$ cat src/rtl/lcb_pkg.sv
// lcb_pkg: shared types, constants and digit helpers for the Luhn card brand check
// used by lcb_cell, lcb_scan, luhn_card_brand_check and lcb_checker; no dependencies
package lcb_pkg;

    // field and bus widths
    localparam int IN_W         = 63;
    localparam int IN_TDATA_W   = 64;
    localparam int OUT_TDATA_W  = 16;
    localparam int DIGIT_W      = 4;
    localparam int CNT_W        = 5;
    localparam int PAIR_W       = 7;
    localparam int BRAND_W      = 2;

    // conversion geometry: 63 input bits hold at most 19 decimal digits
    localparam int NUM_CELLS     = 19;
    localparam int BITS_PER_STEP = 7;
    localparam int CONV_STEPS    = IN_W / BITS_PER_STEP;

    // brand codes
    localparam logic [BRAND_W-1:0] BRAND_NONE  = 2'd0;
    localparam logic [BRAND_W-1:0] BRAND_3X    = 2'd1;
    localparam logic [BRAND_W-1:0] BRAND_5X    = 2'd2;
    localparam logic [BRAND_W-1:0] BRAND_4X    = 2'd3;

    // prefixes and lengths of the brand rules
    localparam logic [PAIR_W-1:0] PFX_3X_A     = 7'd34;
    localparam logic [PAIR_W-1:0] PFX_3X_B     = 7'd37;
    localparam logic [PAIR_W-1:0] PFX_5X_LO    = 7'd51;
    localparam logic [PAIR_W-1:0] PFX_5X_HI    = 7'd55;
    localparam logic [PAIR_W-1:0] PFX_4X_LO    = 7'd40;
    localparam logic [PAIR_W-1:0] PFX_4X_HI    = 7'd49;
    localparam logic [CNT_W-1:0]  LEN_SHORT    = 5'd13;
    localparam logic [CNT_W-1:0]  LEN_3X       = 5'd15;
    localparam logic [CNT_W-1:0]  LEN_LONG     = 5'd16;

    typedef logic [DIGIT_W-1:0] digit_t;

    // operation of one digit cell
    typedef enum logic [1:0] {
        CELL_HOLD,
        CELL_CLEAR,
        CELL_CONV,
        CELL_SHIFT
    } cell_op_t;

    // sequencer states
    typedef enum logic [1:0] {
        ST_IDLE,
        ST_CONV,
        ST_SCAN,
        ST_FINISH
    } state_t;

    // control from the sequencer to the digit scanner
    typedef struct packed {
        logic              clear;
        logic              step;
        logic [CNT_W-1:0]  index;
    } scan_ctrl_t;

    // add-3 correction of a bcd digit before it is shifted left
    function automatic digit_t dd_adjust(input digit_t d);
        digit_t r;
        r = (d >= 4'd5) ? d + 4'd3 : d;
        return r;
    endfunction

    // luhn weight of one digit: doubled digits fold their two decimal digits
    function automatic digit_t luhn_fold(input digit_t d, input logic dbl);
        logic [DIGIT_W:0] twice;
        digit_t           r;
        twice = {d, 1'b0};
        if (!dbl)
        begin
            r = d;
        end
        else if (twice > 5'd9)
        begin
            twice = twice - 5'd9;
            r = twice[DIGIT_W-1:0];
        end
        else
        begin
            r = twice[DIGIT_W-1:0];
        end
        return r;
    endfunction

endpackage

$ cat src/rtl/lcb_cell.sv
// lcb_cell: one bcd digit cell of the binary to decimal converter row
// depends on lcb_pkg; converts several input bits per cycle, then shifts its digit down
module lcb_cell (
    input  logic                                clk,
    input  logic                                rst_n,
    input  lcb_pkg::cell_op_t                   op,
    input  logic [lcb_pkg::BITS_PER_STEP-1:0]   carry_in,   // bit s enters at step s
    output logic [lcb_pkg::BITS_PER_STEP-1:0]   carry_out,  // bit s leaves at step s
    input  lcb_pkg::digit_t                     shift_in,
    output lcb_pkg::digit_t                     digit
);
    import lcb_pkg::*;

    digit_t digit_reg;
    digit_t digit_next;
    digit_t conv_digit;

    // several double-dabble steps on this digit, bits ripple in from the lower cell
    always_comb
    begin
        digit_t d;
        digit_t adj;
        d = digit_reg;
        for (int s = 0; s < BITS_PER_STEP; s++)
        begin
            adj          = dd_adjust(d);
            carry_out[s] = adj[DIGIT_W-1];
            d            = {adj[DIGIT_W-2:0], carry_in[s]};
        end
        conv_digit = d;
    end

    // next digit by operation
    always_comb
    begin
        case (op)
            CELL_HOLD:  digit_next = digit_reg;
            CELL_CLEAR: digit_next = '0;
            CELL_CONV:  digit_next = conv_digit;
            CELL_SHIFT: digit_next = shift_in;
            default:    digit_next = digit_reg;
        endcase
    end

    // digit register
    always_ff @(posedge clk or negedge rst_n)
    begin
        if (!rst_n)
        begin
            digit_reg <= '0;
        end
        else
        begin
            digit_reg <= digit_next;
        end
    end

    assign digit = digit_reg;

endmodule

$ cat src/rtl/lcb_scan.sv
// lcb_scan: walks the decimal digits from the least significant end
// depends on lcb_pkg; forms the luhn sum mod 10, digit count, leading pair and brand
module lcb_scan #(
    parameter int MAX_DIGITS = 19
) (
    input  logic                           clk,
    input  logic                           rst_n,
    input  lcb_pkg::scan_ctrl_t            ctrl,
    input  lcb_pkg::digit_t                digit,
    output logic [lcb_pkg::BRAND_W-1:0]    card_brand,
    output logic                           luhn_valid,
    output logic [lcb_pkg::CNT_W-1:0]      digit_count,
    output logic [lcb_pkg::PAIR_W-1:0]     leading_pair
);
    import lcb_pkg::*;

    localparam logic [CNT_W-1:0] MAX_CNT      = CNT_W'(MAX_DIGITS);
    localparam logic [CNT_W-1:0] MAX_PAIR_LEN = CNT_W'(MAX_DIGITS + 2);
    localparam logic [CNT_W-1:0] MIN_PAIR_LEN = 5'd3;

    digit_t             sum_reg, sum_next;
    logic [CNT_W-1:0]   top_reg, top_next;
    digit_t             prev_reg, prev_next;
    logic [PAIR_W-1:0]  pair_reg, pair_next;

    logic [DIGIT_W:0]   sum_wide;
    logic [PAIR_W-1:0]  pair_cand;
    logic               pair_ok;

    // per-digit update
    always_comb
    begin
        sum_next  = sum_reg;
        top_next  = top_reg;
        prev_next = prev_reg;
        pair_next = pair_reg;
        sum_wide  = {1'b0, sum_reg} + {1'b0, luhn_fold(digit, ctrl.index[0])};
        if (sum_wide >= 5'd10)
        begin
            sum_wide = sum_wide - 5'd10;
        end
        pair_cand = {digit, 3'b000} + {2'b00, digit, 1'b0} + {3'b000, prev_reg};
        if (ctrl.clear)
        begin
            sum_next  = '0;
            top_next  = '0;
            prev_next = '0;
            pair_next = '0;
        end
        else if (ctrl.step)
        begin
            // only the lowest digits up to the limit enter the sum
            if (ctrl.index < MAX_CNT)
            begin
                sum_next = sum_wide[DIGIT_W-1:0];
            end
            // a nonzero digit is the most significant one so far
            if (digit != '0)
            begin
                top_next = ctrl.index + 5'd1;
                if (ctrl.index != '0)
                begin
                    pair_next = pair_cand;
                end
            end
            prev_next = digit;
        end
    end

    // accumulator registers
    always_ff @(posedge clk or negedge rst_n)
    begin
        if (!rst_n)
        begin
            sum_reg  <= '0;
            top_reg  <= '0;
            prev_reg <= '0;
            pair_reg <= '0;
        end
        else
        begin
            sum_reg  <= sum_next;
            top_reg  <= top_next;
            prev_reg <= prev_next;
            pair_reg <= pair_next;
        end
    end

    // results from the accumulated state
    assign luhn_valid   = (sum_reg == '0);
    assign digit_count  = (top_reg > MAX_CNT) ? MAX_CNT : top_reg;
    assign pair_ok      = (top_reg >= MIN_PAIR_LEN) && (top_reg <= MAX_PAIR_LEN);
    assign leading_pair = pair_ok ? pair_reg : '0;

    // brand rules, only for a passing checksum
    always_comb
    begin
        card_brand = BRAND_NONE;
        if (luhn_valid)
        begin
            if ((digit_count == LEN_3X)
                && ((leading_pair == PFX_3X_A) || (leading_pair == PFX_3X_B)))
            begin
                card_brand = BRAND_3X;
            end
            else if ((digit_count == LEN_LONG)
                     && (leading_pair >= PFX_5X_LO) && (leading_pair <= PFX_5X_HI))
            begin
                card_brand = BRAND_5X;
            end
            else if (((digit_count == LEN_SHORT) || (digit_count == LEN_LONG))
                     && (leading_pair >= PFX_4X_LO) && (leading_pair <= PFX_4X_HI))
            begin
                card_brand = BRAND_4X;
            end
        end
    end

endmodule

$ cat src/rtl/luhn_card_brand_check.sv
// luhn_card_brand_check: top level, sequencer, converter cell row and result register
// depends on lcb_pkg, lcb_cell and lcb_scan
//
//   channel  dir  fields (tdata from bit 0 up)
//   s_axis   in   card_number[62:0], bit 63 zero fill
//   m_axis   out  card_brand[1:0], luhn_valid[2], digit_count[7:3], leading_pair[14:8], bit 15 zero
//
// after its input is accepted, an item passes through conversion
// (7 bits per cycle through the row of 19 bcd cells), then the digit scan
// (one digit per cycle out of the low cell), then the load of the result register;
// inputs are taken only in idle, so a new item waits until the last result is loaded.
// s_tready is high only between items; a result waiting on m_tready holds the next
// input off only once that next item has finished its scan.
// reset is asynchronous, active low, and empties the result register.
module luhn_card_brand_check #(
    parameter int MAX_DIGITS = 19
) (
    input  logic                                clk,
    input  logic                                rst_n,
    input  logic                                s_tvalid,
    output logic                                s_tready,
    input  logic [lcb_pkg::IN_TDATA_W-1:0]      s_tdata,   // card_number[62:0]
    output logic                                m_tvalid,
    input  logic                                m_tready,
    output logic [lcb_pkg::OUT_TDATA_W-1:0]     m_tdata    // brand, valid, count, pair
);
    import lcb_pkg::*;

    state_t                     state_reg, state_next;
    logic [CNT_W-1:0]           cnt_reg, cnt_next;
    logic [IN_W-1:0]            bin_reg, bin_next;
    logic                       m_tvalid_reg, m_tvalid_next;
    logic [OUT_TDATA_W-1:0]     m_tdata_reg, m_tdata_next;

    cell_op_t                   cell_op;
    scan_ctrl_t                 sctrl;
    logic                       out_load;

    logic [BITS_PER_STEP-1:0]   carry [NUM_CELLS];
    digit_t                     cell_digit [NUM_CELLS];

    logic [BRAND_W-1:0]         card_brand;
    logic                       luhn_valid;
    logic [CNT_W-1:0]           digit_count;
    logic [PAIR_W-1:0]          leading_pair;

    // sequencer next state and controls
    always_comb
    begin
        state_next = state_reg;
        cnt_next   = cnt_reg;
        bin_next   = bin_reg;
        cell_op    = CELL_HOLD;
        sctrl      = '0;
        out_load   = 1'b0;
        s_tready   = 1'b0;
        case (state_reg)
            ST_IDLE:
            begin
                s_tready = 1'b1;
                if (s_tvalid)
                begin
                    bin_next    = s_tdata[IN_W-1:0];
                    cell_op     = CELL_CLEAR;
                    sctrl.clear = 1'b1;
                    cnt_next    = '0;
                    state_next  = ST_CONV;
                end
            end
            ST_CONV:
            begin
                cell_op  = CELL_CONV;
                bin_next = bin_reg << BITS_PER_STEP;
                if (cnt_reg == CNT_W'(CONV_STEPS - 1))
                begin
                    cnt_next   = '0;
                    state_next = ST_SCAN;
                end
                else
                begin
                    cnt_next = cnt_reg + 5'd1;
                end
            end
            ST_SCAN:
            begin
                cell_op     = CELL_SHIFT;
                sctrl.step  = 1'b1;
                sctrl.index = cnt_reg;
                if (cnt_reg == CNT_W'(NUM_CELLS - 1))
                begin
                    state_next = ST_FINISH;
                end
                else
                begin
                    cnt_next = cnt_reg + 5'd1;
                end
            end
            ST_FINISH:
            begin
                if (!m_tvalid_reg || m_tready)
                begin
                    out_load   = 1'b1;
                    state_next = ST_IDLE;
                end
            end
            default:
            begin
                state_next = ST_IDLE;
            end
        endcase
    end

    // top input bits feed the low cell, most significant first
    always_comb
    begin
        for (int s = 0; s < BITS_PER_STEP; s++)
        begin
            carry[0][s] = bin_reg[IN_W-1-s];
        end
    end

    // row of bcd cells
    for (genvar i = 0; i < NUM_CELLS; i++)
    begin : g_cell
        if (i == NUM_CELLS - 1)
        begin : g_top
            lcb_cell u_cell (
                .clk       (clk),
                .rst_n     (rst_n),
                .op        (cell_op),
                .carry_in  (carry[i]),
                .carry_out (),
                .shift_in  ('0),
                .digit     (cell_digit[i])
            );
        end
        else
        begin : g_mid
            lcb_cell u_cell (
                .clk       (clk),
                .rst_n     (rst_n),
                .op        (cell_op),
                .carry_in  (carry[i]),
                .carry_out (carry[i+1]),
                .shift_in  (cell_digit[i+1]),
                .digit     (cell_digit[i])
            );
        end
    end

    // digit scanner on the low cell
    lcb_scan #(
        .MAX_DIGITS (MAX_DIGITS)
    ) u_scan (
        .clk          (clk),
        .rst_n        (rst_n),
        .ctrl         (sctrl),
        .digit        (cell_digit[0]),
        .card_brand   (card_brand),
        .luhn_valid   (luhn_valid),
        .digit_count  (digit_count),
        .leading_pair (leading_pair)
    );

    // result register
    always_comb
    begin
        m_tvalid_next = m_tvalid_reg;
        m_tdata_next  = m_tdata_reg;
        if (out_load)
        begin
            m_tvalid_next = 1'b1;
            m_tdata_next  = {1'b0, leading_pair, digit_count, luhn_valid, card_brand};
        end
        else if (m_tready)
        begin
            m_tvalid_next = 1'b0;
        end
    end

    // control registers
    always_ff @(posedge clk or negedge rst_n)
    begin
        if (!rst_n)
        begin
            state_reg    <= ST_IDLE;
            cnt_reg      <= '0;
            m_tvalid_reg <= 1'b0;
        end
        else
        begin
            state_reg    <= state_next;
            cnt_reg      <= cnt_next;
            m_tvalid_reg <= m_tvalid_next;
        end
    end

    // payload registers
    always_ff @(posedge clk)
    begin
        bin_reg     <= bin_next;
        m_tdata_reg <= m_tdata_next;
    end

    assign m_tvalid = m_tvalid_reg;
    assign m_tdata  = m_tdata_reg;

endmodule

$ cat config.mk
export PLATFORM = sky130hd
export DESIGN_NAME = luhn_card_brand_check
export DESIGN_NICKNAME = d
export VERILOG_FILES = /design/src/rtl/lcb_pkg.sv /design/src/rtl/lcb_cell.sv /design/src/rtl/lcb_scan.sv /design/src/rtl/luhn_card_brand_check.sv
export SDC_FILE = /design/constraint.sdc
export NUM_CORES = 1
export LEC_CHECK = 0
export ABC_AREA = 1
export BUFFER_PORTS_ARGS = -buffer_cell sky130_fd_sc_hd__buf_2
export CORE_MARGIN = 4
export CORE_UTILIZATION = 55
export DETAILED_ROUTE_END_ITERATION = 16
export PLACE_DENSITY = 0.75
export SETUP_SLACK_MARGIN = 0.5
export SLEW_MARGIN = 20
export SYNTH_ARGS = -nofsm -noshare
export SYNTH_HDL_FRONTEND = slang
export SYNTH_HIERARCHICAL = 1
export SYNTH_SLANG_ARGS = --single-unit
$ cat constraint.sdc
create_clock -name clk -period 14.6 [get_ports clk]
set_input_delay 0.73 -clock clk [delete_from_list [all_inputs] [get_ports clk]]
set_output_delay 0.73 -clock clk [all_outputs]
set_load 0.02 [all_outputs]
Yosys cells after proc, flatten, opt, wreduce, memory -nomap -nowiden
Cells that the tools add are included.
Word-level totals
  flip-flop bits (word level): 182
  bits of input ports: 68
  output and inout port bits: 18
  word-level logic and storage cells: 555
Operators by class
  add/subtract/negate cells: 140
  order comparisons: 143
  equality and inequality tests: 18
  muxes and demuxes: 193
  bitwise operators: 1
  reductions and logical operators: 30
Operator list (number)
  $mux W4: 134
  $ge A4 B3 Y1 const B: 133
  $add A4 B2 Y4 const B: 126
  $pmux W4 S3: 18
  $pmux W63 S2: 1
  $mux W63: 1
  $mux W5: 7
  $mux W7: 5
  $add A3 B2 Y3 const B: 7
  $mux W3: 7
  $eq A5 B4 Y1 const B: 3
  $pmux W5 S3: 1
  $eq A7 B6 Y1 const B: 2
  $ge A7 B6 Y1 const B: 2
  $le A7 B6 Y1 const B: 2
  $mux W2: 6
  $reduce_bool A2 Y1: 6
  $add A5 B1 Y5 const B: 2
  $eq A5 B5 Y1 const B: 2
  $ne A2 B2 Y1 const B: 5
  $mux W1: 9
  $eq A2 B2 Y1 const B: 4
  $pmux W2 S4: 1
  $pmux W4 S2: 1
  26 further kinds: 40

Logic depth before layout (Yosys ltp)
  word-level depth: 15
  depth in mapped cells: 53
  gate-level depth less buffers: 53

Cells and area by module
The synthesis kept the hierarchy.
Modules (own cells, without submodules)
  lcb_cell: times used 19, cells an instance 174, area each 1016.0 µm², seq. area each 100.1 µm²
  luhn_card_brand_check: times used 1, cells an instance 367, area each 3759.9 µm², seq. area each 2542.4 µm²
  lcb_scan: times used 1, cells an instance 228, area each 1674.1 µm², seq. area each 500.5 µm²

Worst setup path after synthesis
OpenSTA, ideal clock, no wires.
  kind: reg-to-reg
  start point: register state_reg[0]
  end point: register g_cell[0].g_mid.u_cell.digit_reg[1]
  setup time: 0.128 ns
  arrival time: 7.563 ns
  data required time: 14.472 ns
  slack: 6.909 ns
  stages on the path, launching flop included: 8
  path buffers: 0
  period minus slack after synthesis: 7.691 ns
  cells stage by stage: dfrtp_1 > inv_1 > ha_1 > nand2_1 > o21ai_0 > nor2_1 > nand3_1 > nand2_1
On the way
  cells in the longest elaborated chain, start to end: 4
  elaborated cells on any way between the ends: 9
  classes of those cells: eq/ne (5); mux (2); reduce/logical (2)
Ends and longest elaborated chain
  start, declared: line luhn_card_brand_check.sv:29  | state_t state_reg, state_next;
  start signal, assigned: line luhn_card_brand_check.sv:192  | state_reg <= state_next;
  $eq A2 B2 Y1, or another cell as far along: line luhn_card_brand_check.sv:57  | case (state_reg)
  $pmux W2 S3 (*): line luhn_card_brand_check.sv:57
  via cell_op[0]: line luhn_card_brand_check.sv:35  | cell_op_t cell_op;
  $eq A2 B2 Y1 / $eq A2 B1 Y1 (equally long branches): line lcb_cell.sv:36  | case (op)
  $pmux W4 S3: line lcb_cell.sv:36
  end signal, assigned: line lcb_cell.sv:54  | digit_reg <= digit_next;
  end, declared: line lcb_cell.sv:14  | digit_t digit_reg;
Mark *: on every way through the listed nets, which the timed path passes. The rest lies on a longest branch.
A chain may end at the register's enable or synchronous reset.

==> out/metrics.cfg <==
[worst_setup_path]
start_kind=register
path_class=register to register
cp_common_cell=inv_1
crit_path_max_fanout=10
crit_slowest_cell=dfrtp_1
worstPathArrival_ns=7.76
critPathCaptureType=register
slowest_delay_ns=0.60
critPathRequiredTime_ns=15.00

[flow_run]
cap_violations=0

[sta]
finalMaxSlewViolations=0
rsz0062_at_grt=no
fin_crit_sh=0.504
finClkSkew_ns=0.0195
finalSetupTns_ns=0
setup_viol=0
max-slew-margin-rel=0.334
worst_pin_slew_ns=0.999
min_period_ns=7.36
fmax_ghz=0.136
finalHoldViolCount=0

[yosys]
syn_area_um2=24600
avgSynthCellArea_um2=6.36
synth_cells=3868
ys.warnings.count=6

[clocking]
cts_tree=yes
cts-hold-fix-buffers=0
clockBufferDepth=2
cts_made_buffers=17
path_clk_slew_ns=0.08
cts_resized=0
worstSkewPairLatency_ns=0.46
cts_sinks=182
post_cts_buffers=0
cts.htree.levels=4
cts-root-buf=clkbuf_16

[cells_and_area]
fin_nets=4325
antenna_cells=0
largest_reg_flops=72
syn_to_final_growth_pct=7.23
drive_above_1_share=0.127
post-route-cell-area_um2=26400

[floorplanning]
die_w_um=219
core_area_um2=44200
ioPinCount=86
initial_core_util=0.556
chipHeight_um=219
num_rows=77
die_area_um2=48200

[outcome]
status=complete, no violations

[global_routing]
grt_max_degree=76
grt_pass1_vias=21100
grt_pass1_wl_um=89400
antenna_found_initial=0
grt_overflow=0
track_usage=0.210

[placement]
placed_cell_area_um2=25800
hpwl_um=38900
place.gp.congestion=0.828
portBuffers=83

[routing]
drc=0
dr.first_iter.drc_count=1383
vias=23100
via_per_inst=5.06
wirelength_um=49600
detail-route-antenna-nets=0
drt_pass1_iterations=5
wl_per_cell_um=10.8

[min_path]
hp-class=input port to asynchronous set/reset pin

[worst paths after layout]
check / startpoint / end / slack [ns] / depth (start not counted)
max reg2reg: g_cell[0].g_mid.u_cell/digit[0] / g_cell[5].g_mid.u_cell/digit[0] / 7.24 / 47
max in group asynchronous: rst_n / g_cell[14].g_mid.u_cell/digit[2] / 13.00 / 2
max: g_cell[0].g_mid.u_cell/digit[0] / g_cell[5].g_mid.u_cell/digit[0] / 7.24 / 47
min: rst_n / g_cell[4].g_mid.u_cell/digit[2] / 0.22 / 1
min in group clk: bin_reg[43] / bin_reg[50] / 0.51 / 2
min reg2reg: bin_reg[43] / bin_reg[50] / 0.51 / 2
[layout by cell type (no fill, tap or decap), drive strengths merged]
cell and instances:
nor2 163, a211oi 1, ha 289, dfrtp 104, clkinv 5, nand4 3
buf 90, a22o 1, nand3b 1, nor4 2, xnor2 4, bufinv 1
o21a 1, o21ai 263, a21oi 68, o211ai 2, fa 3, o21bai 18
or2 77, conb 5, inv 566, nand2 1463, nand3 658, edfxtp 78
nor3 21, xor2 6, o22ai 10, clkbuf 18, and2 57
[cell type report]
| cell class | instances | area, um^2 |
|---|---|---|
| clock buffer | 18 | 429 |
| clock inverter | 14 | 176 |
| fill | 4320 | 17800 |
| inverter | 558 | 2090 |
| multi-input combinational | 3116 | 17500 |
| sequential | 182 | 4940 |
| tap | 592 | 741 |
| timing repair buffer | 90 | 470 |
[layer usage]
| metal | up-vias | routed length, um | global-route usage |
|---|---|---|---|
| li1 | 12700 | - | - |
| met1 | 10300 | 24700 | 0.280 |
| met2 | 199 | 23600 | 0.373 |
| met3 | 30 | 871 | 0.0215 |
| met4 | 0 | 455 | 0.0390 |
| met5 | - | 0 | 0 |
[per-stage QoR]
stage          hold slack, ns  instances   util  setup slack [ns]
2_1_floorplan           0.429       3872      -              6.91
3_3_place_gp            0.478       4538  0.583              7.37
3_5_place_dp            0.487       4538  0.583              7.28
4_1_cts                 0.215       4570  0.596              7.26
5_1_grt                 0.228       4570  0.596              6.25
6_report                0.220       4570  0.596              7.24
[worst max-delay path, delay by kind of cell (launching register included)]
kind	cells	cell delay, ns
flops	1	0.60
compound gates	5	1.43
buf+inv	11	1.09
fa+ha+maj	7	1.57
simple gates	24	2.61
Power is not shown: default switching activity piles up to over one toggle a cycle in this logic, so the estimate is an artifact.
